## config.mk

```make
export PLATFORM = sky130hd
export DESIGN_NAME = date_difference_days_core
export DESIGN_NICKNAME = d
export VERILOG_FILES = /design/src/hdl/ddd_pkg.sv /design/src/hdl/date_difference_days_core.sv
export SDC_FILE = /design/constraint.sdc
export NUM_CORES = 2
export LEC_CHECK = 0
export BUFFER_PORTS_ARGS = -buffer_cell sky130_fd_sc_hd__buf_2
export CAP_MARGIN = 20
export CELL_PAD_IN_SITES_DETAIL_PLACEMENT = 0
export CELL_PAD_IN_SITES_GLOBAL_PLACEMENT = 1
export CORE_ASPECT_RATIO = 0.5
export CORE_UTILIZATION = 40
export DETAILED_ROUTE_END_ITERATION = 8
export GPL_TIMING_DRIVEN = 0
export PLACE_DENSITY_LB_ADDON = 0.25
export SYNTH_ARGS = -nofsm -noshare
export SYNTH_HDL_FRONTEND = slang
export SYNTH_SLANG_ARGS = --single-unit
```

## constraint.sdc

```tcl
create_clock -name clk -period 18.89 [get_ports clk]
set_input_delay 0.9445 -clock clk [delete_from_list [all_inputs] [get_ports clk]]
set_output_delay 0.9445 -clock clk [all_outputs]
set_load 0.02 [all_outputs]
```

## src/hdl/ddd_pkg.sv

```systemverilog
// Shared types, constants and lookup functions for the date difference core.
// No dependencies; used by the core and by its checker.
package ddd_pkg;

  // Field widths
  localparam int DAY_W   = 5;
  localparam int MONTH_W = 4;
  localparam int YEAR_W  = 14;
  localparam int ORD_W   = 9;
  localparam int DIST_W  = 22;
  // Day number since the epoch, wide enough for any 14-bit year
  localparam int TOT_W   = 23;

  // Year split for the divide-by-25 reciprocal
  localparam int YQ_W     = YEAR_W - 2;   // year / 4
  localparam int Y16_W    = YEAR_W - 4;   // year / 16
  localparam int RECIP_W  = 13;
  localparam int PRODQ_W  = YQ_W + RECIP_W;
  localparam int PROD16_W = Y16_W + RECIP_W;
  localparam int QUO_SH   = 17;
  localparam int Q100_W   = PRODQ_W - QUO_SH;
  localparam int Q400_W   = PROD16_W - QUO_SH;

  // floor(x * 5243 / 2^17) == floor(x / 25) for x below 4096
  localparam logic [RECIP_W-1:0] RECIP_25  = 13'd5243;
  localparam logic [ORD_W-1:0]   DAYS_YEAR = 9'd365;
  localparam logic [YEAR_W-1:0]  YEAR_MAX  = 14'd9999;
  localparam logic [DIST_W-1:0]  DIST_MAX  = 22'd3652058;
  localparam logic [ORD_W-1:0]   ORD_MAX   = 9'd366;

  localparam logic [MONTH_W-1:0] MON_JAN = 4'd1;
  localparam logic [MONTH_W-1:0] MON_FEB = 4'd2;
  localparam logic [MONTH_W-1:0] MON_DEC = 4'd12;

  typedef struct packed {
    logic [DAY_W-1:0]   day_a;
    logic [MONTH_W-1:0] month_a;
    logic [YEAR_W-1:0]  year_a;
    logic [DAY_W-1:0]   day_b;
    logic [MONTH_W-1:0] month_b;
    logic [YEAR_W-1:0]  year_b;
  } in_req_t;

  typedef struct packed {
    logic               valid_a;
    logic               valid_b;
    logic [ORD_W-1:0]   ordinal_a;
    logic [ORD_W-1:0]   ordinal_b;
    logic [DIST_W-1:0]  distance;
  } out_res_t;

  // Days before the first of the month, common year
  function automatic logic [ORD_W-1:0] days_before_month(input logic [MONTH_W-1:0] m);
    logic [ORD_W-1:0] r;
    unique case (m)
      4'd1:    r = 9'd0;
      4'd2:    r = 9'd31;
      4'd3:    r = 9'd59;
      4'd4:    r = 9'd90;
      4'd5:    r = 9'd120;
      4'd6:    r = 9'd151;
      4'd7:    r = 9'd181;
      4'd8:    r = 9'd212;
      4'd9:    r = 9'd243;
      4'd10:   r = 9'd273;
      4'd11:   r = 9'd304;
      4'd12:   r = 9'd334;
      default: r = 9'd0;
    endcase
    return r;
  endfunction

  // Month length; February gets its leap day from the caller
  function automatic logic [DAY_W-1:0] month_length(input logic [MONTH_W-1:0] m,
                                                    input logic leap);
    logic [DAY_W-1:0] r;
    unique case (m)
      4'd2:                   r = leap ? 5'd29 : 5'd28;
      4'd4, 4'd6, 4'd9, 4'd11: r = 5'd30;
      default:                r = 5'd31;
    endcase
    return r;
  endfunction

  // 25 * q by shift and add
  function automatic logic [YQ_W-1:0] times25(input logic [Q100_W-1:0] q);
    logic [YQ_W-1:0] x;
    x = {{(YQ_W-Q100_W){1'b0}}, q};
    return (x << 4) + (x << 3) + x;
  endfunction

endpackage

```

## src/hdl/date_difference_days_core.sv

```systemverilog
// Gregorian date difference core: validity, day of year and day distance.
// Depends on ddd_pkg.
//
//  channel  | ports                      | handshake
//  ---------+----------------------------+--------------------------------
//  request  | start, busy, in_req        | taken when start && !busy
//  result   | out_strobe, out_res        | one-cycle strobe, cannot stall
//
// Five register stages; one request per cycle. The result strobe and the result
// are both registered in the fifth stage. Stages in order: reciprocal multiplies,
// leap test and year days, ordinal and epoch sum, total, abs diff.
// busy is high only while rst_n is low; reset clears the stage valid bits.
// No stalls: the receiver takes every result, so requests never back up.
module date_difference_days_core (
  input  logic              clk,
  input  logic              rst_n,
  input  logic              start,
  output logic              busy,
  input  ddd_pkg::in_req_t  in_req,
  output logic              out_strobe,
  output ddd_pkg::out_res_t out_res
);

  typedef struct packed {
    logic [ddd_pkg::DAY_W-1:0]    day;
    logic [ddd_pkg::MONTH_W-1:0]  month;
    logic [3:0]                   y_lo;
    logic [ddd_pkg::YQ_W-1:0]     yq;
    logic                         y_ok;
    logic [ddd_pkg::PRODQ_W-1:0]  yq_prod;
    logic [ddd_pkg::PROD16_W-1:0] y16_prod;
    logic [ddd_pkg::YEAR_W-1:0]   p;
    logic [ddd_pkg::PRODQ_W-1:0]  pq_prod;
    logic [ddd_pkg::PROD16_W-1:0] p16_prod;
  } s1_t;

  typedef struct packed {
    logic                        valid;
    logic                        leap_add;
    logic [ddd_pkg::ORD_W-1:0]   dbm;
    logic [ddd_pkg::DAY_W-1:0]   day;
    logic [ddd_pkg::TOT_W-1:0]   p365;
    logic [ddd_pkg::YQ_W-1:0]    p4;
    logic [ddd_pkg::Q100_W-1:0]  p100;
    logic [ddd_pkg::Q400_W-1:0]  p400;
  } s2_t;

  typedef struct packed {
    logic                      valid;
    logic [ddd_pkg::ORD_W-1:0] ord;
    logic [ddd_pkg::TOT_W-1:0] days;
  } s3_t;

  logic [ddd_pkg::DAY_W-1:0]   day_in   [2];
  logic [ddd_pkg::MONTH_W-1:0] month_in [2];
  logic [ddd_pkg::YEAR_W-1:0]  year_in  [2];

  s1_t s1_nxt [2];
  s1_t s1_r   [2];
  s2_t s2_nxt [2];
  s2_t s2_r   [2];
  s3_t s3_nxt [2];
  s3_t s3_r   [2];
  s3_t s4_nxt [2];
  s3_t s4_r   [2];

  logic [3:0]        vld_r;
  logic [3:0]        vld_nxt;
  logic              out_strobe_r;
  ddd_pkg::out_res_t out_res_nxt;
  ddd_pkg::out_res_t out_res_r;

  logic accept;

  assign busy   = ~rst_n;
  assign accept = start & ~busy;

  // Lane 0 is the first date, lane 1 the second
  assign day_in[0]   = in_req.day_a;
  assign month_in[0] = in_req.month_a;
  assign year_in[0]  = in_req.year_a;
  assign day_in[1]   = in_req.day_b;
  assign month_in[1] = in_req.month_b;
  assign year_in[1]  = in_req.year_b;

  // Stage 1: range check, year - 1, reciprocal products for /100 and /400
  always_comb begin
    logic [ddd_pkg::YEAR_W-1:0] p;
    for (int i = 0; i < 2; i++) begin
      p = year_in[i] - {{(ddd_pkg::YEAR_W-1){1'b0}}, 1'b1};
      s1_nxt[i].day      = day_in[i];
      s1_nxt[i].month    = month_in[i];
      s1_nxt[i].y_lo     = year_in[i][3:0];
      s1_nxt[i].yq       = year_in[i][ddd_pkg::YEAR_W-1:2];
      s1_nxt[i].y_ok     = (year_in[i] != '0) && (year_in[i] <= ddd_pkg::YEAR_MAX);
      s1_nxt[i].p        = p;
      s1_nxt[i].yq_prod  = {{ddd_pkg::RECIP_W{1'b0}}, year_in[i][ddd_pkg::YEAR_W-1:2]}
                         * {{ddd_pkg::YQ_W{1'b0}}, ddd_pkg::RECIP_25};
      s1_nxt[i].y16_prod = {{ddd_pkg::RECIP_W{1'b0}}, year_in[i][ddd_pkg::YEAR_W-1:4]}
                         * {{ddd_pkg::Y16_W{1'b0}}, ddd_pkg::RECIP_25};
      s1_nxt[i].pq_prod  = {{ddd_pkg::RECIP_W{1'b0}}, p[ddd_pkg::YEAR_W-1:2]}
                         * {{ddd_pkg::YQ_W{1'b0}}, ddd_pkg::RECIP_25};
      s1_nxt[i].p16_prod = {{ddd_pkg::RECIP_W{1'b0}}, p[ddd_pkg::YEAR_W-1:4]}
                         * {{ddd_pkg::Y16_W{1'b0}}, ddd_pkg::RECIP_25};
    end
  end

  // Stage 2: leap test, date validity, month offset, 365 * (year - 1)
  always_comb begin
    logic [ddd_pkg::Q100_W-1:0] q100;
    logic [ddd_pkg::Q400_W-1:0] q400;
    logic                       div100;
    logic                       div400;
    logic                       leap;
    logic                       m_ok;
    logic [ddd_pkg::DAY_W-1:0]  len;
    for (int i = 0; i < 2; i++) begin
      q100   = s1_r[i].yq_prod[ddd_pkg::PRODQ_W-1:ddd_pkg::QUO_SH];
      q400   = s1_r[i].y16_prod[ddd_pkg::PROD16_W-1:ddd_pkg::QUO_SH];
      div100 = (s1_r[i].y_lo[1:0] == 2'b00) && (ddd_pkg::times25(q100) == s1_r[i].yq);
      div400 = (s1_r[i].y_lo == 4'b0000)
            && (ddd_pkg::times25({{(ddd_pkg::Q100_W-ddd_pkg::Q400_W){1'b0}}, q400})
                == {2'b00, s1_r[i].yq[ddd_pkg::YQ_W-1:2]});
      leap   = ((s1_r[i].y_lo[1:0] == 2'b00) && !div100) || div400;
      m_ok   = (s1_r[i].month >= ddd_pkg::MON_JAN) && (s1_r[i].month <= ddd_pkg::MON_DEC);
      len    = ddd_pkg::month_length(s1_r[i].month, leap);
      s2_nxt[i].valid    = s1_r[i].y_ok && m_ok && (s1_r[i].day != '0)
                        && (s1_r[i].day <= len);
      s2_nxt[i].leap_add = leap && (s1_r[i].month > ddd_pkg::MON_FEB);
      s2_nxt[i].dbm      = ddd_pkg::days_before_month(s1_r[i].month);
      s2_nxt[i].day      = s1_r[i].day;
      s2_nxt[i].p365     = {{(ddd_pkg::TOT_W-ddd_pkg::YEAR_W){1'b0}}, s1_r[i].p}
                        * {{(ddd_pkg::TOT_W-ddd_pkg::ORD_W){1'b0}}, ddd_pkg::DAYS_YEAR};
      s2_nxt[i].p4       = s1_r[i].p[ddd_pkg::YEAR_W-1:2];
      s2_nxt[i].p100     = s1_r[i].pq_prod[ddd_pkg::PRODQ_W-1:ddd_pkg::QUO_SH];
      s2_nxt[i].p400     = s1_r[i].p16_prod[ddd_pkg::PROD16_W-1:ddd_pkg::QUO_SH];
    end
  end

  // Stage 3: day of year and days before the year
  always_comb begin
    for (int i = 0; i < 2; i++) begin
      s3_nxt[i].valid = s2_r[i].valid;
      s3_nxt[i].ord   = s2_r[i].valid
                      ? (s2_r[i].dbm
                         + {{(ddd_pkg::ORD_W-ddd_pkg::DAY_W){1'b0}}, s2_r[i].day}
                         + {{(ddd_pkg::ORD_W-1){1'b0}}, s2_r[i].leap_add})
                      : '0;
      s3_nxt[i].days  = s2_r[i].p365
                      + {{(ddd_pkg::TOT_W-ddd_pkg::YQ_W){1'b0}}, s2_r[i].p4}
                      - {{(ddd_pkg::TOT_W-ddd_pkg::Q100_W){1'b0}}, s2_r[i].p100}
                      + {{(ddd_pkg::TOT_W-ddd_pkg::Q400_W){1'b0}}, s2_r[i].p400};
    end
  end

  // Stage 4: day number of each date
  always_comb begin
    for (int i = 0; i < 2; i++) begin
      s4_nxt[i].valid = s3_r[i].valid;
      s4_nxt[i].ord   = s3_r[i].ord;
      s4_nxt[i].days  = s3_r[i].days
                      + {{(ddd_pkg::TOT_W-ddd_pkg::ORD_W){1'b0}}, s3_r[i].ord};
    end
  end

  // Stage 5: absolute difference, zero unless both dates exist
  always_comb begin
    logic [ddd_pkg::TOT_W-1:0] diff;
    diff = (s4_r[0].days >= s4_r[1].days) ? (s4_r[0].days - s4_r[1].days)
                                          : (s4_r[1].days - s4_r[0].days);
    out_res_nxt.valid_a   = s4_r[0].valid;
    out_res_nxt.valid_b   = s4_r[1].valid;
    out_res_nxt.ordinal_a = s4_r[0].ord;
    out_res_nxt.ordinal_b = s4_r[1].ord;
    out_res_nxt.distance  = (s4_r[0].valid && s4_r[1].valid)
                          ? diff[ddd_pkg::DIST_W-1:0] : '0;
  end

  // Valid bits travel with the stages
  assign vld_nxt = {vld_r[2:0], accept};

  always_ff @(posedge clk) begin
    if (!rst_n) begin
      vld_r        <= '0;
      out_strobe_r <= 1'b0;
    end else begin
      vld_r        <= vld_nxt;
      out_strobe_r <= vld_r[3];
    end
  end

  // Payload registers, no reset
  always_ff @(posedge clk) begin
    s1_r      <= s1_nxt;
    s2_r      <= s2_nxt;
    s3_r      <= s3_nxt;
    s4_r      <= s4_nxt;
    out_res_r <= out_res_nxt;
  end

  assign out_strobe = out_strobe_r;
  assign out_res    = out_res_r;

endmodule

```

# Yosys cells after proc, flatten, opt, wreduce, memory -nomap -nowiden
# Memories as Yosys holds them, arrays and structs flattened. A register that Yosys moved wholly into a read port is not among the register bits.
# Index checks and enable logic that the tools add are counted.
[totals]
reg_bits = 563
latch_bits = 0
ram_bits = 0
mem_bits_ro = 288
input_bits = 49
output_inout_bits = 44
wordCells = 154
memories = 2
[op_classes]
n_addsub = 24
mul = 10
div_mod_pow = 0
magnitude_cmp = 11
n_eq_ne = 14
shift = 0
muxes = 5
n_bitwise = 2
reduce_logical = 33
[memory_table]
columns = ["memory", "words", "width", "rd", "rd_ports_with_merged_regs", "wr", "line_no", "rtl"]
rows = [
  ["(no name shown)", 16, 9, 1, 1, 0, "ddd_pkg.sv:55", "unique case (m)"],
  ["(no name shown)", 16, 9, 1, 1, 0, "ddd_pkg.sv:55", ""],
]
[op_table]
columns = ["op", "n"]
rows = [
  ["multiplier 12 x 13 -> 25 bit (second input constant)", 4],
  ["multiplier 10 x 13 -> 23 bit (second input constant)", 4],
  ["adder 23 x 12 -> 23 bit", 2],
  ["adder 23 x 6 -> 23 bit", 2],
  ["adder 23 x 9 -> 23 bit", 2],
  ["multiplier 14 x 9 -> 23 bit (second input constant)", 2],
  ["subtractor 23 x 8 -> 23 bit", 2],
  ["subtractor 22 bit", 2],
  ["<= comparator 14 bit (second input constant)", 2],
  ["nonzero test 14 bit", 2],
  ["subtractor 14 x 1 -> 14 bit (second input constant)", 2],
  ["adder 11 x 6 -> 12 bit", 2],
  ["adder 12 x 11 -> 12 bit", 2],
  ["adder 12 x 8 -> 12 bit", 2],
  ["equality test 12 x 10 -> 1 bit", 2],
  ["equality test 12 bit", 2],
  [">= comparator 23 bit", 1],
  ["adder 10 x 9 -> 11 bit", 2],
  ["two-way mux 22 bit", 1],
  ["logical AND 1 bit", 19],
  ["adder 9 x 1 -> 9 bit", 2],
  ["adder 9 x 5 -> 9 bit", 2],
  ["equality test 4 x 3 -> 1 bit (second input constant)", 4],
  ["equality test 4 bit (second input constant)", 4],
  ["16 further kinds", 28],
]

# Logic depth before layout (Yosys ltp)
[depth]
depth_word = 11
depth_mapped = 31

# Worst setup path before layout
# OpenSTA, ideal clock, no wires.
[synth_path]
path_type = "input port to flip-flop"
from = "input port in_req[27] in the netlist's numbering"
to = "register s1_r[181] in the netlist's numbering"
setup_ps = 72
arrival_ps = 6832
t_required_ps = 18818
slack_ps = 11986
stages = 29
path_buffers = 0
cell_sequence = "inv_1 -> ha_1 -> o31ai_1 -> nand3_1 -> nor3_1 -> nand3_1 -> xnor2_1 -> ha_1 -> inv_1 -> ha_1 -> or2_2 -> ha_1 -> inv_1 -> fa_1 -> inv_1 -> fa_1 -> inv_1 -> fa_1 -> inv_1 -> ha_1 -> a2111oi_0 -> o21ai_0 -> a21oi_1 -> o21ai_0 -> a41oi_1 -> o21ai_0 -> a21o_1 -> a21oi_1 -> xnor2_1"
[synth_lines]
columns = ["item", "line_no", "rtl"]
rows = [
  ["from (decl)", "date_difference_days_core.sv:19", "input ddd_pkg::in_req_t in_req,"],
  ["to (signal assigned)", "date_difference_days_core.sv:194", "s1_r <= s1_nxt;"],
  ["to (decl)", "date_difference_days_core.sv:59", "s1_t s1_r [2];"],
]

==> results.md <==
- Drt wl/cell: between 15 and 20 um
- Vias/cell: 4.77
- Max Cap Viol: 0
- Register area share after synthesis: about 23%
- Chip Width: roughly 440 um
- Crit path kind: in -> reg
- Worst skew pair latency: approximately 610 ps
- Initial Utilization: between 40% and 50%
- Setup bufs post-CTS: 0
- Critical Path Slowest Stage Cell: xnor2_1
- Vias: around 25000
- Unrepaired setup endpoints after global routing: no
- Data required, critical path: between 15000 and 20000 ps
- Area share of the largest cell type after synthesis: between 20% and 30%
- Clock skew: about 27 ps
- Worst slew pin tran: 1180 ps
- Initial antenna violation count: 0
- Drt drc: 6
- Final setup fails: 0
- Fill cells: 9063
- Synth-to-layout area growth: 9.88%
- CP peak stage delay: 620 ps
- Cell Area, Synth: 0.0380 sq mm
- Violations in the final reports: design-rule violations
- TNS Setup: 0 ps
- CTS tree: yes
- First-pass iteration count of the detailed router: 7
- DRT Wirelength: a little over 80000 um
- Synth Warn #: 0
- Period utilisation layout: 43.0%
- Syn Area/Cell: just under 10 sq um
- Crit path time final: ~8100 ps
- GRT overflow: 0
- IO buf count: 92
- Max Freq: approximately 120 MHz
- Unique masters post-synth: between 80 and 90
- Vias in the first global route: approximately 26000
- # rows: 79
- Area leader, netlist: ha_1
- PostCTS Resize Cnt: 0
- CP top delay family: adder cells
- Worst EP arrival: a little under 9000 ps
- Setup crit end kind: flop
- Total Routing Usage GR: between 10% and 20%
- Class of the worst hold path: reg -> reg
- Final Hold Fails: 0
- Flops & latches, synth: between 400 and 500
- Number of synthesized flops with an enable pin: 0
- Most frequent cells in the layout: inv_1 (833), ha_1 (748), dfxtp_1 (441)
- Share of layout cells above drive strength 1: 5.80%
- Multi-input logic area: roughly 0.026 sq mm
- GP Congestion: between 0.8 and 0.9
- Max Slew Vio Count: 0
- Worst setup SP type: input port
- Asr flop ratio synth: 0%
- Die area: between 0.09 and 0.1 sq mm
- Register area: 0.00883 sq mm
- Hold buffer count at cts: 0
- Status: finished with violations
- Synth top area cells: ha_1 (25%), dfxtp_1 (23%), fa_1 (19%)
- Clock tree buffer depth: 3
- Placed wire-length estimate: between 60000 and 70000 um
- First-pass GRT wire length: approximately 130000 um
- Synth Flop Type: dfxtp_1
- Critical Path Fanout Max: 12
- Crit path buffers/inverters: 6
- Worst-path clk slew: approximately 60 ps
- Syn Nets: approximately 5000
- Die H: around 220 um
- Core area: between 0.09 and 0.1 sq mm
- Ant. Diodes: 0
- Initial DRC count: 1013
- Final ANT Viol Nets: 0
- Htree depth: 2
- Largest net degree at the start of global routing: 16
- Ports: 93
- Clk sink count: roughly 440
- Commonest non-fill, non-tap cell in the layout: inv_1
- Synth Instances: between 3000 and 4000
- Clock root buffer: clkbuf_16
- Num CTS Buffers: 46
- Worst slew margin: between 20% and 30%
- Nets: 5139
[state kept, by name (all words and copies together), names as in the netlist]
name         cells
s4_r            46
out_res_nxt     20
s3_r            66
s2_r           130
out_res         42
out_strobe       1
vld_r            4
s1_r           132
[cells in the mapped netlist (all sizes together) (20+ instances only)]
library cell and count:
nand3 64, a21o 92, and3 20, xor2 103
nor2 126, o21a 23, xnor2 177, a21oi 168
o21ai 118, dfxtp 441, ha 748, and2 30
nor2b 34, o21bai 27, fa 360, nand2 98
nand2b 24, inv 833, clkbuf 20, nor3 44
nand4 35
[layer usage]
metal  track usage (%)  share of wire, %  vias up
met3              2.35               3.6       78
met4              3.72               1.6        0
met1              25.3                52    11924
met5                 0                 0        -
met2              27.5                43      323
li1                  -                 -    12816
[cells by family after synthesis]
logic type | count (synthesis) | share of synthesized area, %
buf+inv | 871 | 8.78
mux | 24 | 0.662
flops | 441 | 23.2
compound gates | 562 | 9.67
simple gates | 552 | 7.55
fa+ha+maj | 1108 | 43.6
xor+xnor | 280 | 6.46
[layout make-up]
cell class | count | area share, %
Multi-Input combinational cell | 2526 | 61.9
Sequential cell | 441 | 21.2
Inverter | 833 | 7.49
Tap cell | 1255 | 3.76
Clock buffer | 57 | 3.00
Timing Repair Buffer | 96 | 1.17
Clock inverter | 28 | 1.04
Buffer | 38 | 0.501
[path summary, 6_finish.rpt]
path                  to  slack (ps)  cells after the start       startpoint
min          out_res[25]         320                      0  out_res_nxt[25]
max            s1_r[181]       10770                     30       in_req[27]
min reg2reg  out_res[25]         320                      0  out_res_nxt[25]
max reg2reg     s2_r[48]       14180                     18         s1_r[48]
[stage by stage]
stage	cells	hold slack (ps)	area (sq um)	worst slack (ps)	util, %
after CTS	5272	323	41700	10650	44.6
after global placement	5185	312	40000	10150	42.8
after global routing	5274	331	41700	10110	44.6
after floorplan	3838	310	38000	11990	-
final	5274	319	41700	10770	44.6
after detailed placement	5187	312	40000	10030	42.8
Power is not shown: default switching activity piles up to over one toggle a cycle in this logic, so the estimate is an artifact.
